`config.mk`:
```
export PLATFORM = sky130hd
export DESIGN_NAME = rle_rgb565_sprite_decoder_top_flat
export DESIGN_NICKNAME = d
export VERILOG_FILES = /design/src/rtl/core/rlesd_pkg.sv /design/src/rtl/core/rlesd_in_if.sv /design/src/rtl/core/rlesd_out_if.sv /design/src/rtl/core/rle_rgb565_sprite_decoder_top.sv /design/src/rtl/core/rlesd_cfg.sv /design/src/rtl/core/rlesd_div.sv /design/src/rtl/core/rlesd_dp.sv /design/src/rtl/core/rlesd_ctrl.sv /design/src/flat_wrapper.sv
export SDC_FILE = /design/constraint.sdc
export NUM_CORES = 1
export LEC_CHECK = 0
export BUFFER_PORTS_ARGS = -buffer_cell sky130_fd_sc_hd__buf_2
export CORE_ASPECT_RATIO = 0.7
export CORE_UTILIZATION = 46
export DETAILED_ROUTE_END_ITERATION = 10
export GPL_TIMING_DRIVEN = 0
export PLACE_DENSITY = 0.74
export SLEW_MARGIN = 20
export SYNTH_ARGS = -nofsm -noshare
export SYNTH_HDL_FRONTEND = slang
export SYNTH_SLANG_ARGS = --single-unit
```
`constraint.sdc`:
```
create_clock -name clk_i -period 6.7 [get_ports clk_i]
set_input_delay 1.34 -clock clk_i [delete_from_list [all_inputs] [get_ports clk_i]]
set_output_delay 1.34 -clock clk_i [all_outputs]
set_load 0.01 [all_outputs]
```
`src/rtl/core/rlesd_pkg.sv`:
```
`default_nettype none

package rlesd_pkg;

  // Field widths
  localparam int unsigned PIX_W   = 15;
  localparam int unsigned WORDS_W = 16;
  localparam int unsigned COL_W   = 8;
  localparam int unsigned ROW_W   = 7;
  localparam int unsigned OX_W    = 10;
  localparam int unsigned SCALE_W = 4;
  localparam int unsigned DISP_W  = 11;
  localparam int unsigned X_W     = 13;  // origin_x + column*scale, up to 4848
  localparam int unsigned Y_W     = 12;  // origin_y + row*scale, up to 2928
  localparam int unsigned COLOR_W = 32;
  localparam int unsigned DIV_CNT_W = $clog2(PIX_W + 1);

  // Configuration port
  localparam int unsigned CFG_AW = 5;
  localparam int unsigned CFG_DW = 32;

  localparam logic [DISP_W-1:0] DISP_MAX = 11'd1024;

  // Register reset values
  localparam logic [COL_W-1:0]   RST_SPRITE_W = 8'd64;
  localparam logic [ROW_W-1:0]   RST_SPRITE_H = 7'd64;
  localparam logic [SCALE_W-1:0] RST_SCALE    = 4'd1;
  localparam logic [DISP_W-1:0]  RST_DISP_W   = 11'd960;
  localparam logic [DISP_W-1:0]  RST_DISP_H   = 11'd544;

  // Input op codes
  localparam logic OP_BEGIN = 1'b0;
  localparam logic OP_DATA  = 1'b1;

  typedef enum logic [1:0] {
    KIND_DRAW  = 2'd0,
    KIND_DONE  = 2'd1,
    KIND_ABORT = 2'd2
  } kind_e;

  typedef enum logic [2:0] {
    REG_SPRITE_W = 3'd0,
    REG_SPRITE_H = 3'd1,
    REG_ORIGIN_X = 3'd2,
    REG_ORIGIN_Y = 3'd3,
    REG_SCALE    = 3'd4,
    REG_DISP_W   = 3'd5,
    REG_DISP_H   = 3'd6
  } reg_idx_e;

  typedef struct packed {
    logic [COL_W-1:0]   sprite_width;
    logic [ROW_W-1:0]   sprite_height;
    logic [OX_W-1:0]    origin_x;
    logic [OX_W-1:0]    origin_y;
    logic [SCALE_W-1:0] scale;
    logic [DISP_W-1:0]  display_width;
    logic [DISP_W-1:0]  display_height;
  } cfg_t;

  // Controller to datapath
  typedef struct packed {
    logic load;
    logic prep;
    logic eval;
    logic skip_end;
    logic emit;
  } cmd_t;

  // Datapath to controller
  typedef struct packed {
    logic need_div;
    logic eval_result;
    logic div_busy;
    logic skip_result;
    logic out_free;
  } stat_t;

  // RGB565 to 0xAABBGGRR with bit replication
  function automatic logic [COLOR_W-1:0] widen565(input logic [15:0] p);
    logic [4:0] r;
    logic [5:0] g;
    logic [4:0] b;
    r = p[15:11];
    g = p[10:5];
    b = p[4:0];
    return {8'hff, b, b[4:2], g, g[5:4], r, r[4:2]};
  endfunction

endpackage

`default_nettype wire

```
`src/rtl/core/rlesd_in_if.sv`:
```
`default_nettype none

interface rlesd_in_if;
  logic        valid;
  logic        ready;
  logic        op;
  logic [15:0] value;

  modport source (output valid, output op, output value, input ready);
  modport sink (input valid, input op, input value, output ready);
endinterface

`default_nettype wire

```
`src/rtl/core/rlesd_out_if.sv`:
```
`default_nettype none

interface rlesd_out_if;
  logic        valid;
  logic        ready;
  logic [1:0]  kind;
  logic [9:0]  rect_x;
  logic [9:0]  rect_y;
  logic [3:0]  rect_width;
  logic [3:0]  rect_height;
  logic [31:0] color;
  logic        last;

  modport source (
    output valid, output kind, output rect_x, output rect_y, output rect_width,
    output rect_height, output color, output last, input ready
  );
  modport sink (
    input valid, input kind, input rect_x, input rect_y, input rect_width,
    input rect_height, input color, input last, output ready
  );
endinterface

`default_nettype wire

```
`src/rtl/core/rle_rgb565_sprite_decoder_top.sv`:
```
// Run-length RGB565 sprite decoder.
// in_i carries requests: op 0 opens a frame with value as its word count,
// op 1 passes one frame word (a run token or an RGB565 literal).
// out_o carries at most one result per request: a clipped fill rectangle
// with an ABGR8888 color, a frame-done marker or a frame-abort marker;
// last marks the result that closes the frame.
// The APB port holds sprite size, origin, scale and display size; the
// registers are read live while a frame runs.
// Each request passes from idle through prep and eval and back to idle, and
// through emit when it yields a result. A transparent-run token also passes
// through div and skip_end: the pixel index is divided by sprite_width in a
// bit-serial divider, one quotient bit per cycle.
// One request is processed at a time; the next is taken as soon as the
// controller returns to idle, even while a result waits in the output
// register. A stalled receiver holds the result; if a second result is due
// before the first is taken, the controller waits and input stays blocked.
// Reset clears all frame state, empties the output register and restores
// register defaults (64x64 sprite, scale 1, 960x544 display).
`default_nettype none

module rle_rgb565_sprite_decoder_top #(
  parameter int unsigned PIXEL_LIMIT = 32768
) (
  input  logic                           clk_i,
  input  logic                           rst_ni,
  rlesd_in_if.sink                       in_i,
  rlesd_out_if.source                    out_o,
  input  logic                           psel,
  input  logic                           penable,
  input  logic                           pwrite,
  input  logic [rlesd_pkg::CFG_AW-1:0]   paddr,
  input  logic [rlesd_pkg::CFG_DW-1:0]   pwdata,
  output logic [rlesd_pkg::CFG_DW-1:0]   prdata,
  output logic                           pready
);

  rlesd_pkg::cfg_t  cfg;
  rlesd_pkg::cmd_t  cmd;
  rlesd_pkg::stat_t stat;

  rlesd_cfg u_cfg (
    .clk_i   (clk_i),
    .rst_ni  (rst_ni),
    .psel    (psel),
    .penable (penable),
    .pwrite  (pwrite),
    .paddr   (paddr),
    .pwdata  (pwdata),
    .prdata  (prdata),
    .pready  (pready),
    .cfg_o   (cfg)
  );

  rlesd_ctrl u_ctrl (
    .clk_i      (clk_i),
    .rst_ni     (rst_ni),
    .in_valid_i (in_i.valid),
    .in_ready_o (in_i.ready),
    .stat_i     (stat),
    .cmd_o      (cmd)
  );

  rlesd_dp #(
    .PIXEL_LIMIT (PIXEL_LIMIT)
  ) u_dp (
    .clk_i             (clk_i),
    .rst_ni            (rst_ni),
    .cfg_i             (cfg),
    .cmd_i             (cmd),
    .stat_o            (stat),
    .in_op_i           (in_i.op),
    .in_value_i        (in_i.value),
    .out_ready_i       (out_o.ready),
    .out_valid_o       (out_o.valid),
    .out_kind_o        (out_o.kind),
    .out_rect_x_o      (out_o.rect_x),
    .out_rect_y_o      (out_o.rect_y),
    .out_rect_width_o  (out_o.rect_width),
    .out_rect_height_o (out_o.rect_height),
    .out_color_o       (out_o.color),
    .out_last_o        (out_o.last)
  );

endmodule

`default_nettype wire

```
`src/rtl/core/rlesd_cfg.sv`:
```
`default_nettype none

module rlesd_cfg (
  input  logic                              clk_i,
  input  logic                              rst_ni,
  input  logic                              psel,
  input  logic                              penable,
  input  logic                              pwrite,
  input  logic [rlesd_pkg::CFG_AW-1:0]      paddr,
  input  logic [rlesd_pkg::CFG_DW-1:0]      pwdata,
  output logic [rlesd_pkg::CFG_DW-1:0]      prdata,
  output logic                              pready,
  output rlesd_pkg::cfg_t                   cfg_o
);

  rlesd_pkg::cfg_t     cfg_q, cfg_d;
  rlesd_pkg::reg_idx_e idx;
  logic                wr_en;

  assign idx    = rlesd_pkg::reg_idx_e'(paddr[4:2]);
  assign wr_en  = psel && penable && pwrite;
  assign pready = 1'b1;
  assign cfg_o  = cfg_q;

  // Register write decode
  always_comb begin
    cfg_d = cfg_q;
    if (wr_en) begin
      unique case (idx)
        rlesd_pkg::REG_SPRITE_W: cfg_d.sprite_width   = pwdata[7:0];
        rlesd_pkg::REG_SPRITE_H: cfg_d.sprite_height  = pwdata[6:0];
        rlesd_pkg::REG_ORIGIN_X: cfg_d.origin_x       = pwdata[9:0];
        rlesd_pkg::REG_ORIGIN_Y: cfg_d.origin_y       = pwdata[9:0];
        rlesd_pkg::REG_SCALE:    cfg_d.scale          = pwdata[3:0];
        rlesd_pkg::REG_DISP_W:   cfg_d.display_width  = pwdata[10:0];
        rlesd_pkg::REG_DISP_H:   cfg_d.display_height = pwdata[10:0];
        default: ;
      endcase
    end
  end

  always_ff @(posedge clk_i or negedge rst_ni) begin
    if (!rst_ni) begin
      cfg_q.sprite_width   <= rlesd_pkg::RST_SPRITE_W;
      cfg_q.sprite_height  <= rlesd_pkg::RST_SPRITE_H;
      cfg_q.origin_x       <= '0;
      cfg_q.origin_y       <= '0;
      cfg_q.scale          <= rlesd_pkg::RST_SCALE;
      cfg_q.display_width  <= rlesd_pkg::RST_DISP_W;
      cfg_q.display_height <= rlesd_pkg::RST_DISP_H;
    end else begin
      cfg_q <= cfg_d;
    end
  end

  // Read mux
  always_comb begin
    unique case (idx)
      rlesd_pkg::REG_SPRITE_W: prdata = 32'(cfg_q.sprite_width);
      rlesd_pkg::REG_SPRITE_H: prdata = 32'(cfg_q.sprite_height);
      rlesd_pkg::REG_ORIGIN_X: prdata = 32'(cfg_q.origin_x);
      rlesd_pkg::REG_ORIGIN_Y: prdata = 32'(cfg_q.origin_y);
      rlesd_pkg::REG_SCALE:    prdata = 32'(cfg_q.scale);
      rlesd_pkg::REG_DISP_W:   prdata = 32'(cfg_q.display_width);
      rlesd_pkg::REG_DISP_H:   prdata = 32'(cfg_q.display_height);
      default:                 prdata = '0;
    endcase
  end

endmodule

`default_nettype wire

```
`src/rtl/core/rlesd_div.sv`:
```
`default_nettype none

// Restoring divider, one quotient bit per cycle.
module rlesd_div (
  input  logic                           clk_i,
  input  logic                           rst_ni,
  input  logic                           start_i,
  input  logic [rlesd_pkg::PIX_W-1:0]    dividend_i,
  input  logic [rlesd_pkg::COL_W-1:0]    divisor_i,
  output logic                           busy_o,
  output logic [rlesd_pkg::PIX_W-1:0]    quotient_o,
  output logic [rlesd_pkg::COL_W-1:0]    remainder_o
);

  localparam int unsigned PW = rlesd_pkg::PIX_W;
  localparam int unsigned CW = rlesd_pkg::COL_W;
  localparam int unsigned NW = rlesd_pkg::DIV_CNT_W;

  logic [NW-1:0] cnt_q, cnt_d;
  logic [PW-1:0] quo_q, quo_d;
  logic [CW-1:0] rem_q, rem_d;
  logic [CW-1:0] dvs_q, dvs_d;
  logic [CW:0]   trial;

  assign busy_o      = (cnt_q != '0);
  assign quotient_o  = quo_q;
  assign remainder_o = rem_q;

  // Shift in next dividend bit, subtract when it fits
  always_comb begin
    trial = {rem_q, quo_q[PW-1]};
    cnt_d = cnt_q;
    quo_d = quo_q;
    rem_d = rem_q;
    dvs_d = dvs_q;
    if (start_i) begin
      cnt_d = NW'(PW);
      quo_d = dividend_i;
      rem_d = '0;
      dvs_d = divisor_i;
    end else if (busy_o) begin
      cnt_d = cnt_q - 1'b1;
      if (trial >= {1'b0, dvs_q}) begin
        rem_d = CW'(trial - {1'b0, dvs_q});
        quo_d = {quo_q[PW-2:0], 1'b1};
      end else begin
        rem_d = trial[CW-1:0];
        quo_d = {quo_q[PW-2:0], 1'b0};
      end
    end
  end

  always_ff @(posedge clk_i or negedge rst_ni) begin
    if (!rst_ni) begin
      cnt_q <= '0;
    end else begin
      cnt_q <= cnt_d;
    end
  end

  always_ff @(posedge clk_i) begin
    quo_q <= quo_d;
    rem_q <= rem_d;
    dvs_q <= dvs_d;
  end

endmodule

`default_nettype wire

```
`src/rtl/core/rlesd_dp.sv`:
```
`default_nettype none

module rlesd_dp #(
  parameter int unsigned PIXEL_LIMIT = 32768
) (
  input  logic                  clk_i,
  input  logic                  rst_ni,
  input  rlesd_pkg::cfg_t       cfg_i,
  input  rlesd_pkg::cmd_t       cmd_i,
  output rlesd_pkg::stat_t      stat_o,
  input  logic                  in_op_i,
  input  logic [15:0]           in_value_i,
  input  logic                  out_ready_i,
  output logic                  out_valid_o,
  output logic [1:0]            out_kind_o,
  output logic [9:0]            out_rect_x_o,
  output logic [9:0]            out_rect_y_o,
  output logic [3:0]            out_rect_width_o,
  output logic [3:0]            out_rect_height_o,
  output logic [31:0]           out_color_o,
  output logic                  out_last_o
);

  localparam int unsigned PW = rlesd_pkg::PIX_W;
  localparam int unsigned WW = rlesd_pkg::WORDS_W;
  localparam int unsigned CW = rlesd_pkg::COL_W;
  localparam int unsigned RW = rlesd_pkg::ROW_W;
  localparam int unsigned XW = rlesd_pkg::X_W;
  localparam int unsigned YW = rlesd_pkg::Y_W;
  localparam int unsigned DW = rlesd_pkg::DISP_W;

  // Frame state
  logic          active_q, active_d;
  logic [PW-1:0] pix_q, pix_d;
  logic [WW-1:0] words_q, words_d;
  logic [PW-1:0] lit_q, lit_d;
  logic [CW-1:0] col_q, col_d;
  logic [RW-1:0] row_q, row_d;

  // Request and precomputed operands
  logic          op_q;
  logic [15:0]   val_q;
  logic [PW-1:0] pcnt_q;
  logic [XW-1:0] x_q;
  logic [YW-1:0] y_q;

  // Pending result
  rlesd_pkg::kind_e res_kind_q, res_kind_d;
  logic [9:0]    res_x_q, res_x_d, res_y_q, res_y_d;
  logic [3:0]    res_w_q, res_w_d, res_h_q, res_h_d;
  logic [31:0]   res_color_q, res_color_d;
  logic          res_last_q, res_last_d;

  // Output register
  logic          out_valid_q, out_valid_d;
  logic [1:0]    out_kind_q;
  logic [9:0]    out_x_q, out_y_q;
  logic [3:0]    out_w_q, out_h_q;
  logic [31:0]   out_color_q;
  logic          out_last_q;

  // Eval intermediates
  logic [DW-1:0] dw, dh, x_room, y_room;
  logic          x_ok, y_ok, draw;
  logic [3:0]    clip_w, clip_h;
  logic [WW-1:0] words_dec;
  logic [PW-1:0] lit_dec, pix_inc, count, pix_room, pix_skip;
  logic          col_wrap, tok_bad, lit_done, limit_bad, skip_go, eval_res, skip_res;

  // Divider
  logic          div_busy;
  logic [PW-1:0] div_quo;
  logic [CW-1:0] div_rem;

  rlesd_div u_div (
    .clk_i       (clk_i),
    .rst_ni      (rst_ni),
    .start_i     (skip_go),
    .dividend_i  (pix_skip),
    .divisor_i   (cfg_i.sprite_width),
    .busy_o      (div_busy),
    .quotient_o  (div_quo),
    .remainder_o (div_rem)
  );

  // Clip and bookkeeping terms
  always_comb begin
    dw = (cfg_i.display_width > rlesd_pkg::DISP_MAX) ? rlesd_pkg::DISP_MAX
                                                     : cfg_i.display_width;
    dh = (cfg_i.display_height > rlesd_pkg::DISP_MAX) ? rlesd_pkg::DISP_MAX
                                                      : cfg_i.display_height;
    x_ok   = x_q < XW'(dw);
    y_ok   = y_q < YW'(dh);
    x_room = DW'(XW'(dw) - x_q);
    y_room = DW'(YW'(dh) - y_q);
    clip_w = (DW'(cfg_i.scale) > x_room) ? x_room[3:0] : cfg_i.scale;
    clip_h = (DW'(cfg_i.scale) > y_room) ? y_room[3:0] : cfg_i.scale;
    draw   = x_ok && y_ok && (clip_w != '0) && (clip_h != '0);

    words_dec = words_q - 1'b1;
    lit_dec   = lit_q - 1'b1;
    pix_inc   = pix_q + 1'b1;
    col_wrap  = ({1'b0, col_q} + 9'd1) >= {1'b0, cfg_i.sprite_width};
    lit_done  = (words_dec == '0) || ((lit_dec == '0) && (pix_inc >= pcnt_q));

    count     = val_q[PW-1:0];
    pix_room  = pcnt_q - pix_q;
    tok_bad   = (count == '0) || (pix_q >= pcnt_q) || (count > pix_room);
    pix_skip  = pix_q + count;
    limit_bad = 32'(pcnt_q) >= PIXEL_LIMIT;

    skip_go = cmd_i.eval && (op_q == rlesd_pkg::OP_DATA) && active_q &&
              (lit_q == '0) && !tok_bad && val_q[15];
    skip_res = (words_q == '0) || (pix_q >= pcnt_q);
  end

  // Frame state update
  always_comb begin
    active_d    = active_q;
    pix_d       = pix_q;
    words_d     = words_q;
    lit_d       = lit_q;
    col_d       = col_q;
    row_d       = row_q;
    res_kind_d  = res_kind_q;
    res_x_d     = res_x_q;
    res_y_d     = res_y_q;
    res_w_d     = res_w_q;
    res_h_d     = res_h_q;
    res_color_d = res_color_q;
    res_last_d  = res_last_q;
    eval_res    = 1'b0;

    if (cmd_i.eval) begin
      // Default result: frame end with zeroed fields
      res_x_d     = '0;
      res_y_d     = '0;
      res_w_d     = '0;
      res_h_d     = '0;
      res_color_d = '0;
      res_last_d  = 1'b1;
      if (op_q == rlesd_pkg::OP_BEGIN) begin
        active_d = 1'b1;
        pix_d    = '0;
        words_d  = val_q;
        lit_d    = '0;
        col_d    = '0;
        row_d    = '0;
        if ((cfg_i.scale == '0) || limit_bad) begin
          eval_res   = 1'b1;
          res_kind_d = rlesd_pkg::KIND_ABORT;
          active_d   = 1'b0;
        end else if ((val_q == '0) || (pcnt_q == '0)) begin
          eval_res   = 1'b1;
          res_kind_d = rlesd_pkg::KIND_DONE;
          active_d   = 1'b0;
        end
      end else if (active_q) begin
        words_d = words_dec;
        if (lit_q != '0) begin
          // Literal pixel
          lit_d = lit_dec;
          pix_d = pix_inc;
          if (col_wrap) begin
            col_d = '0;
            row_d = row_q + 1'b1;
          end else begin
            col_d = col_q + 1'b1;
          end
          if (draw) begin
            eval_res    = 1'b1;
            res_kind_d  = rlesd_pkg::KIND_DRAW;
            res_x_d     = x_q[9:0];
            res_y_d     = y_q[9:0];
            res_w_d     = clip_w;
            res_h_d     = clip_h;
            res_color_d = rlesd_pkg::widen565(val_q);
            res_last_d  = lit_done;
          end else if (lit_done) begin
            eval_res   = 1'b1;
            res_kind_d = rlesd_pkg::KIND_DONE;
          end
          if (lit_done) begin
            active_d = 1'b0;
            lit_d    = '0;
          end
        end else if (tok_bad) begin
          eval_res   = 1'b1;
          res_kind_d = rlesd_pkg::KIND_ABORT;
          active_d   = 1'b0;
        end else if (val_q[15]) begin
          // Transparent run; position comes from the divider
          pix_d = pix_skip;
        end else if (WW'(count) > words_dec) begin
          eval_res   = 1'b1;
          res_kind_d = rlesd_pkg::KIND_ABORT;
          active_d   = 1'b0;
        end else begin
          lit_d = count;
        end
      end
    end

    if (cmd_i.skip_end) begin
      col_d = div_rem;
      row_d = div_quo[RW-1:0];
      if (skip_res) begin
        active_d    = 1'b0;
        res_kind_d  = rlesd_pkg::KIND_DONE;
        res_x_d     = '0;
        res_y_d     = '0;
        res_w_d     = '0;
        res_h_d     = '0;
        res_color_d = '0;
        res_last_d  = 1'b1;
      end
    end
  end

  always_ff @(posedge clk_i or negedge rst_ni) begin
    if (!rst_ni) begin
      active_q    <= 1'b0;
      pix_q       <= '0;
      words_q     <= '0;
      lit_q       <= '0;
      col_q       <= '0;
      row_q       <= '0;
      out_valid_q <= 1'b0;
    end else begin
      active_q    <= active_d;
      pix_q       <= pix_d;
      words_q     <= words_d;
      lit_q       <= lit_d;
      col_q       <= col_d;
      row_q       <= row_d;
      out_valid_q <= out_valid_d;
    end
  end

  // Request capture, operand prep, result registers
  always_ff @(posedge clk_i) begin
    if (cmd_i.load) begin
      op_q  <= in_op_i;
      val_q <= in_value_i;
    end
    if (cmd_i.prep) begin
      pcnt_q <= PW'(PW'(cfg_i.sprite_width) * PW'(cfg_i.sprite_height));
      x_q    <= XW'(cfg_i.origin_x) + XW'(col_q) * XW'(cfg_i.scale);
      y_q    <= YW'(cfg_i.origin_y) + YW'(row_q) * YW'(cfg_i.scale);
    end
    res_kind_q  <= res_kind_d;
    res_x_q     <= res_x_d;
    res_y_q     <= res_y_d;
    res_w_q     <= res_w_d;
    res_h_q     <= res_h_d;
    res_color_q <= res_color_d;
    res_last_q  <= res_last_d;
    if (cmd_i.emit) begin
      out_kind_q  <= res_kind_q;
      out_x_q     <= res_x_q;
      out_y_q     <= res_y_q;
      out_w_q     <= res_w_q;
      out_h_q     <= res_h_q;
      out_color_q <= res_color_q;
      out_last_q  <= res_last_q;
    end
  end

  // Output valid
  always_comb begin
    out_valid_d = out_valid_q;
    if (cmd_i.emit) begin
      out_valid_d = 1'b1;
    end else if (out_ready_i) begin
      out_valid_d = 1'b0;
    end
  end

  assign stat_o.need_div    = skip_go;
  assign stat_o.eval_result = eval_res;
  assign stat_o.div_busy    = div_busy;
  assign stat_o.skip_result = skip_res;
  assign stat_o.out_free    = !out_valid_q || out_ready_i;

  assign out_valid_o       = out_valid_q;
  assign out_kind_o        = out_kind_q;
  assign out_rect_x_o      = out_x_q;
  assign out_rect_y_o      = out_y_q;
  assign out_rect_width_o  = out_w_q;
  assign out_rect_height_o = out_h_q;
  assign out_color_o       = out_color_q;
  assign out_last_o        = out_last_q;

endmodule

`default_nettype wire

```
`src/rtl/core/rlesd_ctrl.sv`:
```
`default_nettype none

module rlesd_ctrl (
  input  logic             clk_i,
  input  logic             rst_ni,
  input  logic             in_valid_i,
  output logic             in_ready_o,
  input  rlesd_pkg::stat_t stat_i,
  output rlesd_pkg::cmd_t  cmd_o
);

  typedef enum logic [5:0] {
    S_IDLE     = 6'b000001,
    S_PREP     = 6'b000010,
    S_EVAL     = 6'b000100,
    S_DIV      = 6'b001000,
    S_SKIP_END = 6'b010000,
    S_EMIT     = 6'b100000
  } state_e;

  state_e state_q, state_d;

  // Next state and commands
  always_comb begin
    state_d    = state_q;
    cmd_o      = '0;
    in_ready_o = 1'b0;
    unique case (state_q)
      S_IDLE: begin
        in_ready_o = 1'b1;
        if (in_valid_i) begin
          cmd_o.load = 1'b1;
          state_d    = S_PREP;
        end
      end
      S_PREP: begin
        cmd_o.prep = 1'b1;
        state_d    = S_EVAL;
      end
      S_EVAL: begin
        cmd_o.eval = 1'b1;
        if (stat_i.need_div) begin
          state_d = S_DIV;
        end else if (stat_i.eval_result) begin
          state_d = S_EMIT;
        end else begin
          state_d = S_IDLE;
        end
      end
      S_DIV: begin
        if (!stat_i.div_busy) begin
          state_d = S_SKIP_END;
        end
      end
      S_SKIP_END: begin
        cmd_o.skip_end = 1'b1;
        state_d = stat_i.skip_result ? S_EMIT : S_IDLE;
      end
      S_EMIT: begin
        if (stat_i.out_free) begin
          cmd_o.emit = 1'b1;
          state_d    = S_IDLE;
        end
      end
      default: state_d = S_IDLE;
    endcase
  end

  always_ff @(posedge clk_i or negedge rst_ni) begin
    if (!rst_ni) begin
      state_q <= S_IDLE;
    end else begin
      state_q <= state_d;
    end
  end

endmodule

`default_nettype wire

```
`src/flat_wrapper.sv`:
```
// flat-port wrapper written by rule: the top's interface ports become plain ports
module rle_rgb565_sprite_decoder_top_flat 
#(
  parameter int unsigned PIXEL_LIMIT = 32768
)
  (clk_i, rst_ni, psel, penable, pwrite, paddr, pwdata, prdata, pready, in_i_valid, in_i_op, in_i_value, in_i_ready, out_o_valid, out_o_kind, out_o_rect_x, out_o_rect_y, out_o_rect_width, out_o_rect_height, out_o_color, out_o_last, out_o_ready);
  rlesd_in_if in_i_i ();
  rlesd_out_if out_o_i ();
  input  logic clk_i;
  input  logic rst_ni;
  input  logic psel;
  input  logic penable;
  input  logic pwrite;
  input  logic [rlesd_pkg::CFG_AW-1:0] paddr;
  input  logic [rlesd_pkg::CFG_DW-1:0] pwdata;
  output logic [rlesd_pkg::CFG_DW-1:0] prdata;
  output logic pready;
  input wire logic [$bits(in_i_i.valid)-1:0] in_i_valid;
  input wire logic [$bits(in_i_i.op)-1:0] in_i_op;
  input wire logic [$bits(in_i_i.value)-1:0] in_i_value;
  output wire logic [$bits(in_i_i.ready)-1:0] in_i_ready;
  output wire logic [$bits(out_o_i.valid)-1:0] out_o_valid;
  output wire logic [$bits(out_o_i.kind)-1:0] out_o_kind;
  output wire logic [$bits(out_o_i.rect_x)-1:0] out_o_rect_x;
  output wire logic [$bits(out_o_i.rect_y)-1:0] out_o_rect_y;
  output wire logic [$bits(out_o_i.rect_width)-1:0] out_o_rect_width;
  output wire logic [$bits(out_o_i.rect_height)-1:0] out_o_rect_height;
  output wire logic [$bits(out_o_i.color)-1:0] out_o_color;
  output wire logic [$bits(out_o_i.last)-1:0] out_o_last;
  input wire logic [$bits(out_o_i.ready)-1:0] out_o_ready;
  assign in_i_i.valid = in_i_valid;
  assign in_i_i.op = in_i_op;
  assign in_i_i.value = in_i_value;
  assign in_i_ready = in_i_i.ready;
  assign out_o_valid = out_o_i.valid;
  assign out_o_kind = out_o_i.kind;
  assign out_o_rect_x = out_o_i.rect_x;
  assign out_o_rect_y = out_o_i.rect_y;
  assign out_o_rect_width = out_o_i.rect_width;
  assign out_o_rect_height = out_o_i.rect_height;
  assign out_o_color = out_o_i.color;
  assign out_o_last = out_o_i.last;
  assign out_o_i.ready = out_o_ready;
  rle_rgb565_sprite_decoder_top #(.PIXEL_LIMIT(PIXEL_LIMIT)) u_core (.clk_i(clk_i), .rst_ni(rst_ni), .in_i(in_i_i), .out_o(out_o_i), .psel(psel), .penable(penable), .pwrite(pwrite), .paddr(paddr), .pwdata(pwdata), .prdata(prdata), .pready(pready));
endmodule
```
Yosys cells after proc, flatten, opt, wreduce, memory -nomap -nowiden
Index checks and enable logic that the tools add are counted.
{ "word_totals": {"register_bits": 348, "latch_bits": 0, "ram_bits": 0, "mem_bits_ro": 0, "input_bits": 61, "n_memories": 0} }
{ "op_classes": {"n_addsub": 14, "multipliers": 3, "div_mod_pow": 0, "magnitude_cmp": 12, "n_eq_ne": 23, "shift": 0, "mux": 132, "bitwise": 0, "reduce_logical": 48} }
{ "ops": {"columns": ["op", "count"], "rows": [
  ["$mux W32", 7],
  ["$mux W15", 14],
  ["$mux W10", 14],
  ["$pmux W11 S7", 1],
  ["$mux W4", 18],
  ["$logic_not A15 Y1", 4],
  ["$mux W8", 7],
  ["$logic_not A16 Y1", 3],
  ["$mux W7", 6],
  ["$mux W1", 41],
  ["$mux W6", 6],
  ["$pmux W6 S6", 1],
  ["$mux W16", 2],
  ["$ge A15 B15 Y1", 2],
  ["$mux W2", 13],
  ["$gt A11 B11 Y1 const B", 2],
  ["$gt A4 B11 Y1", 2],
  ["$mux W11", 2],
  ["$sub A11 B11 Y11", 2],
  ["$ge A9 B8 Y1", 2],
  ["$gt A15 B16 Y1", 1],
  ["$reduce_and A2 Y1", 8],
  ["$sub A16 B1 Y16 const B", 1],
  ["$add A15 B1 Y15 const B", 1],
  ["other kinds (41)", 72]
]} }

Longest topological paths before layout
{ "logic_depth": {"depth_word": 16, "ltp_mapped": 24, "ltp_nobuf": 23} }

Cells and area by module
From an unflattened synthesis, not the netlist that was laid out.
{ "hier_totals": {"hier_cells": 2464, "hier_area_um2": 24014.3} }
{ "by_module_without_submodules": {"columns": ["module", "instances", "cells_each", "area_per_inst_um2", "seq_area_each_um2"], "rows": [
  ["rlesd_dp", 1, 2027, 18661.6, 6441.2],
  ["rlesd_cfg", 1, 234, 3089.2, 1537.7],
  ["rlesd_div", 1, 158, 1893.1, 950.9],
  ["rlesd_ctrl", 1, 45, 370.4, 151.4]
]} }

Worst setup path after synthesis
No wires, ideal clock.
{ "synth_timing": {"path_type": "input to register", "start": "input port out_o_ready", "end": "register u_core.u_dp.out_color_q[0] (netlist: u_core.u_dp.out_color_o[0]) (enable)", "arrival_time_ns": 4.450, "slack_ns": 1.745, "cell_stages": 2, "path_buffers": 0, "cell_sequence": "inv_1 a21oi_1"} }
{ "synth_rtl": {"columns": ["element", "line", "rtl"], "rows": [
  ["start: declaration", "flat_wrapper.sv:30", "input wire logic [$bits(out_o_i.ready)-1:0] out_o_ready;"],
  ["end signal: assignment", "rlesd_dp.sv:264", "out_color_q <= res_color_q;"],
  ["end: declaration", "rlesd_dp.sv:59", "logic [31:0] out_color_q;"]
]} }

Final worst setup path
{ "layout_timing": {"start": "register u_core.u_dp.pix_q[0]", "end": "register u_core.u_dp.u_div.quo_q[1] (netlist: u_core.u_dp.u_div.quotient_o[1]) (enable)"} }
{ "layout_between": {"elab_chain_len": 7} }
{ "layout_lines": {"columns": ["element", "line", "rtl"], "rows": [
  ["start: declaration", "rlesd_dp.sv:34", "logic [PW-1:0] pix_q, pix_d;"],
  ["start signal: assignment", "rlesd_dp.sv:231", "pix_q <= pix_d;"],
  ["$sub A15 B15 Y15 / $ge A15 B15 Y1 (equally long branches)", "rlesd_dp.sv:107, rlesd_dp.sv:108", null],
  ["$gt A15 B15 Y1 / $logic_or A1 B1 Y1 (equally long branches)", "rlesd_dp.sv:108", "tok_bad = (count == '0) || (pix_q >= pcnt_q) || (count > pix_room);"],
  ["$logic_or A1 B1 Y1 *", "rlesd_dp.sv:108", null],
  ["$logic_not A1 Y1 *", "rlesd_dp.sv:113", "(lit_q == '0) && !tok_bad && val_q[15];"],
  ["$logic_and A1 B1 Y1 * (2 in a row)", "rlesd_dp.sv:113", null],
  ["$reduce_bool A2 Y1 (no line) *", null, null],
  ["end signal: assignment", "rlesd_div.sv:62", "quo_q <= quo_d;"],
  ["end: declaration", "rlesd_div.sv:20", "logic [PW-1:0] quo_q, quo_d;"]
]} }
Every way passes the cells marked *; elsewhere a longest branch is shown, timed or not.
A chain may end at the register's enable or synchronous reset.

==> impl_metrics.csv <==
group,metric,value,unit
timing,tightest_slew,970,ps
placement,dp_hpwl,51.1,mm
cts,clk_pin_slew_worst_paths,70,ps
synth,yosysUniqueCellTypes,84,
synth,ys_warn_count,0,
cts,ctsHoldBuffers,0,
synth,synth_largest_area_cell,"edfxtp_1",
cells_and_area,postLayoutCoreUtil,53.1,%
min_path,min_path_type,"reg2reg",
floorplan,fp-row-count,68,
grt,antenna_found_initial,3,
drt,wire_per_inst,20.0,µm
timing,fin_skew,32.8,ps
synth,syn_inst,2424,
drt,drc,0,
worst_setup_path,cp_max_fo,15,
timing,setup_tns,0,ps
timing,period_minus_slack,6280,ps
cells_and_area,layout-drive-gt1-share,11.8,%
cells_and_area,fin_nets,2962,
cts,clock_latency,580,ps
cts,cts_buffers,39,
grt,globalRouteTotalUtil,25.6,%
drt,drt-total-wl,66.0,mm
cts,root_buffer,"clkbuf_16",
drt,first_pass_iters,7,
drt,via_per_inst,5.73,
power_and_ir_drop,powerDensity,422,nW/µm²
synth,avgSynthCellArea,9.61,µm²
timing,clock.fmax,159,MHz
worst_setup_path,start_kind,"register",
timing,slew_viol_final,0,
synth,ys.flop_type,"edfxtp_1",
run_status,status,"finished, final reports clean",
floorplan,initial_core_util,47.0,%
placement,gp_congestion,0.972,
timing,slew_headroom,35.2,%
cts,clk_path_buf_depth,3,
timing,finalCritPeriodShare,93.7,%
floorplan,die_w,271,µm
timing,finalHoldViolCount,0,
grt,grt_pass1_vias,17800,
cells_and_area,diodes,0,
flow_run,max_cap_viol_count,0,
floorplan,io_pins,159,
synth,synthTopCellsByArea,"edfxtp_1 (18%), dfrtp_1 (13%), ha_1 (12%)",
floorplan,core-area,49600,µm²
grt,grt_max_degree,92,
floorplan,die_y,190,µm
timing,rsz0062_at_grt,"false",
cts,cts_htree_levels,2,
drt,postRouteAntennaNets,0,
placement,port_buffers,112,
drt,drtIter0Drc,1917,
grt,grt_pass1_wl,102,mm
synth,synth_seq_area_share,39.0,%
synth,async_reset_ff_share,38.5,%
worst_setup_path,worstPathArrival,6490,ps
worst_setup_path,cp-end-kind,"register",
floorplan,die_area,51600,µm²
drt,vias,18900,
timing,setup_viol,0,
synth,synth_edf_count,143,
worst_setup_path,required,6900,ps
power_and_ir_drop,cellLeakagePower,11.9,nW
cts,cts_tree,"yes",
synth,synth-seq-cells,348,
worst_setup_path,critPathKind,"reg2reg",
synth,syn_area,23300,µm²
cells_and_area,synthToLayoutAreaGrowth,13.0,%
cts,cts.sinks,348,
power_and_ir_drop,peakVddDrop,0.202,mV
synth,yosys.area.top_type_share,18.4,%
grt,grt_overflow,0,
## flip-flops by register name, summed over array words and instances, names as in the netlist, 6 cells and up
register	flops
u_core.u_dp.out_rect_y_o	10
u_core.u_dp.val_q	16
u_core.u_dp.res_x_q	10
u_core.u_dp.out_color_o	32
u_core.u_dp.out_rect_x_o	10
u_core.u_ctrl.state_q	6
u_core.u_dp.col_q	8
u_core.u_dp.y_q	12
u_core.u_cfg.cfg_o	61
u_core.u_dp.pix_q	15
u_core.u_dp.words_q	16
u_core.u_dp.row_q	7
u_core.u_dp.u_div.quotient_o	15
u_core.u_dp.u_div.remainder_o	8
u_core.u_dp.x_q	13
u_core.u_dp.pcnt_q	15
u_core.u_dp.res_y_q	10
u_core.u_dp.res_color_q	32
u_core.u_dp.u_div.dvs_q	8
u_core.u_dp.lit_q	15
## cells by family after synthesis
group / count (synthesis) / share of synthesized area [%]
AOI/OAI and AO/OA: 542 / 14.6
xor gates and xnor gates: 101 / 3.80
adders and majority gates: 296 / 18.2
buffers and inverters: 360 / 6.22
DFF: 348 / 39.0
muxes: 74 / 3.65
other: 2 / 0.0322
and+or+nand+nor: 701 / 14.5
## report_power, final
group	internal (mW)	switching (mW)
sequential	2.77	0.561
combinational	2.15	3.38
clock	1.30	0.944
total	6.23	4.89
## area by class of cell
cell class / count / area, µm²
multi-input cells: 1736 / 12900
well taps: 665 / 832
fillers: 4376 / 23300
repair buffers: 121 / 722
clock inverters: 22 / 264
flip-flops and latches: 348 / 9080
inverters: 244 / 916
plain buffers: 115 / 531
clock buffers: 50 / 1100
## path summary, 6_finish.rpt
check	slack, ps	to	startpoint	cells after the start
worst max-delay path	420	u_core.u_dp.u_div.quotient_o[1]$_DFFE_PP_	u_core.u_dp.pix_q[0]$_DFFE_PN0P_	21
worst min-delay path	430	u_core.u_dp.out_rect_y_o[2]$_DFFE_PP_	u_core.u_dp.res_y_q[2]$_DFF_P_	0
worst max register to register	420	u_core.u_dp.u_div.quotient_o[1]$_DFFE_PP_	u_core.u_dp.pix_q[0]$_DFFE_PN0P_	21
worst min register to register	430	u_core.u_dp.out_rect_y_o[2]$_DFFE_PP_	u_core.u_dp.res_y_q[2]$_DFF_P_	0
max in group asynchronous	5190	u_core.u_cfg.cfg_o[5]$_DFFE_PN1P_	rst_ni	2
min in group asynchronous	670	u_core.u_dp.words_q[6]$_DFFE_PN0P_	rst_ni	1
## worst max-delay path, stage by stage (launching register included)
cell and delay, ps:
dfrtp_1 580, ha_1 240, inv_1 70, fa_1 460
a21o_1 190, a21oi_1 280, o21ai_0 140, a21oi_1 360
o21ai_0 230, a21o_1 210, a21oi_1 170, xor2_1 290
ha_1 300, and4_1 180, nand4_1 130, a211oi_1 60
a211oi_1 200, o21ai_0 110, nor2_1 400, nand4_1 400
clkbuf_1 360, nand2_1 530
## through the flow
| stage | setup WS [ps] | power, mW | std cells | cell area [µm²] | hold WS [ps] |
|---|---|---|---|---|---|
| 2_1_floorplan | 1750 | 7.08 | 2444 | 23400 | 408 |
| 3_3_place_gp | 270 | 8.49 | 3221 | 24800 | 410 |
| 3_5_place_dp | 645 | 8.72 | 3230 | 25000 | 413 |
| 4_1_cts | 569 | 11.0 | 3302 | 26300 | 428 |
| 5_1_grt | 69.5 | 11.9 | 3301 | 26300 | 438 |
| 6_report | 419 | 11.1 | 3301 | 26300 | 429 |
## cell usage after synthesis (10+ instances only)
cell        n
clkbuf_1   84
mux2_2     58
dfxtp_1    71
nand2_1   264
a31oi_1    10
o21ai_0   188
and2_1     52
o211ai_1   20
mux2i_1    13
nor2b_1    24
a22oi_1    17
nor4_1     25
a22o_1     34
nor3_1     52
nand4_1    21
o21bai_1   18
o21a_1     25
buf_4      22
xnor2_1    67
dfstp_2    10
a21oi_1   126
ha_1      223
nand3_1    36
a211oi_1   15
nor2_1    137
fa_1       73
nand2b_1   19
inv_1     242
xor2_1     34
dfrtp_1   124
a21o_1     19
and3_1     13
edfxtp_1  143
## metal layers
| layer | part of all wire, % | GRT usage [%] | up-vias |
|---|---|---|---|
| li1 | - | - | 8824 |
| met1 | 46 | 38.7 | 9202 |
| met2 | 41 | 36.5 | 792 |
| met3 | 11 | 6.46 | 87 |
| met4 | 1.6 | 5.08 | 2 |
| met5 | 0.018 | 0 | - |
## repair_timing
item | CTS | global route
buffers inserted | 0 | 0
setup endpoints to repair | 0 | 7
gates resized for setup | 0 | 0
## cell usage in the layout (no fill, tap or decap), types with 9 or more instances in the layout
cell / count
nand2_1: 264
inv_1: 242
ha_1: 223
o21ai_0: 188
edfxtp_1: 143
nor2_1: 137
a21oi_1: 125
dfrtp_1: 124
buf_2: 117
clkbuf_1: 88
fa_1: 73
dfxtp_1: 71
xnor2_1: 67
mux2_2: 58
and2_1: 52
nor3_1: 51
clkbuf_16: 41
nand3_1: 36
xor2_1: 34
a22o_1: 34
buf_4: 26
o21a_1: 25
nor2b_1: 24
nor4_1: 24
conb_1: 22
nand4_1: 21
o211ai_1: 20
a21o_1: 19
nand2b_1: 19
o21bai_1: 18
a22oi_1: 17
a211oi_1: 15
and3_1: 13
mux2i_1: 13
a31oi_1: 10
dfstp_2: 10
or3_1: 9
o31ai_1: 9
(Power assumes the default switching activity.)
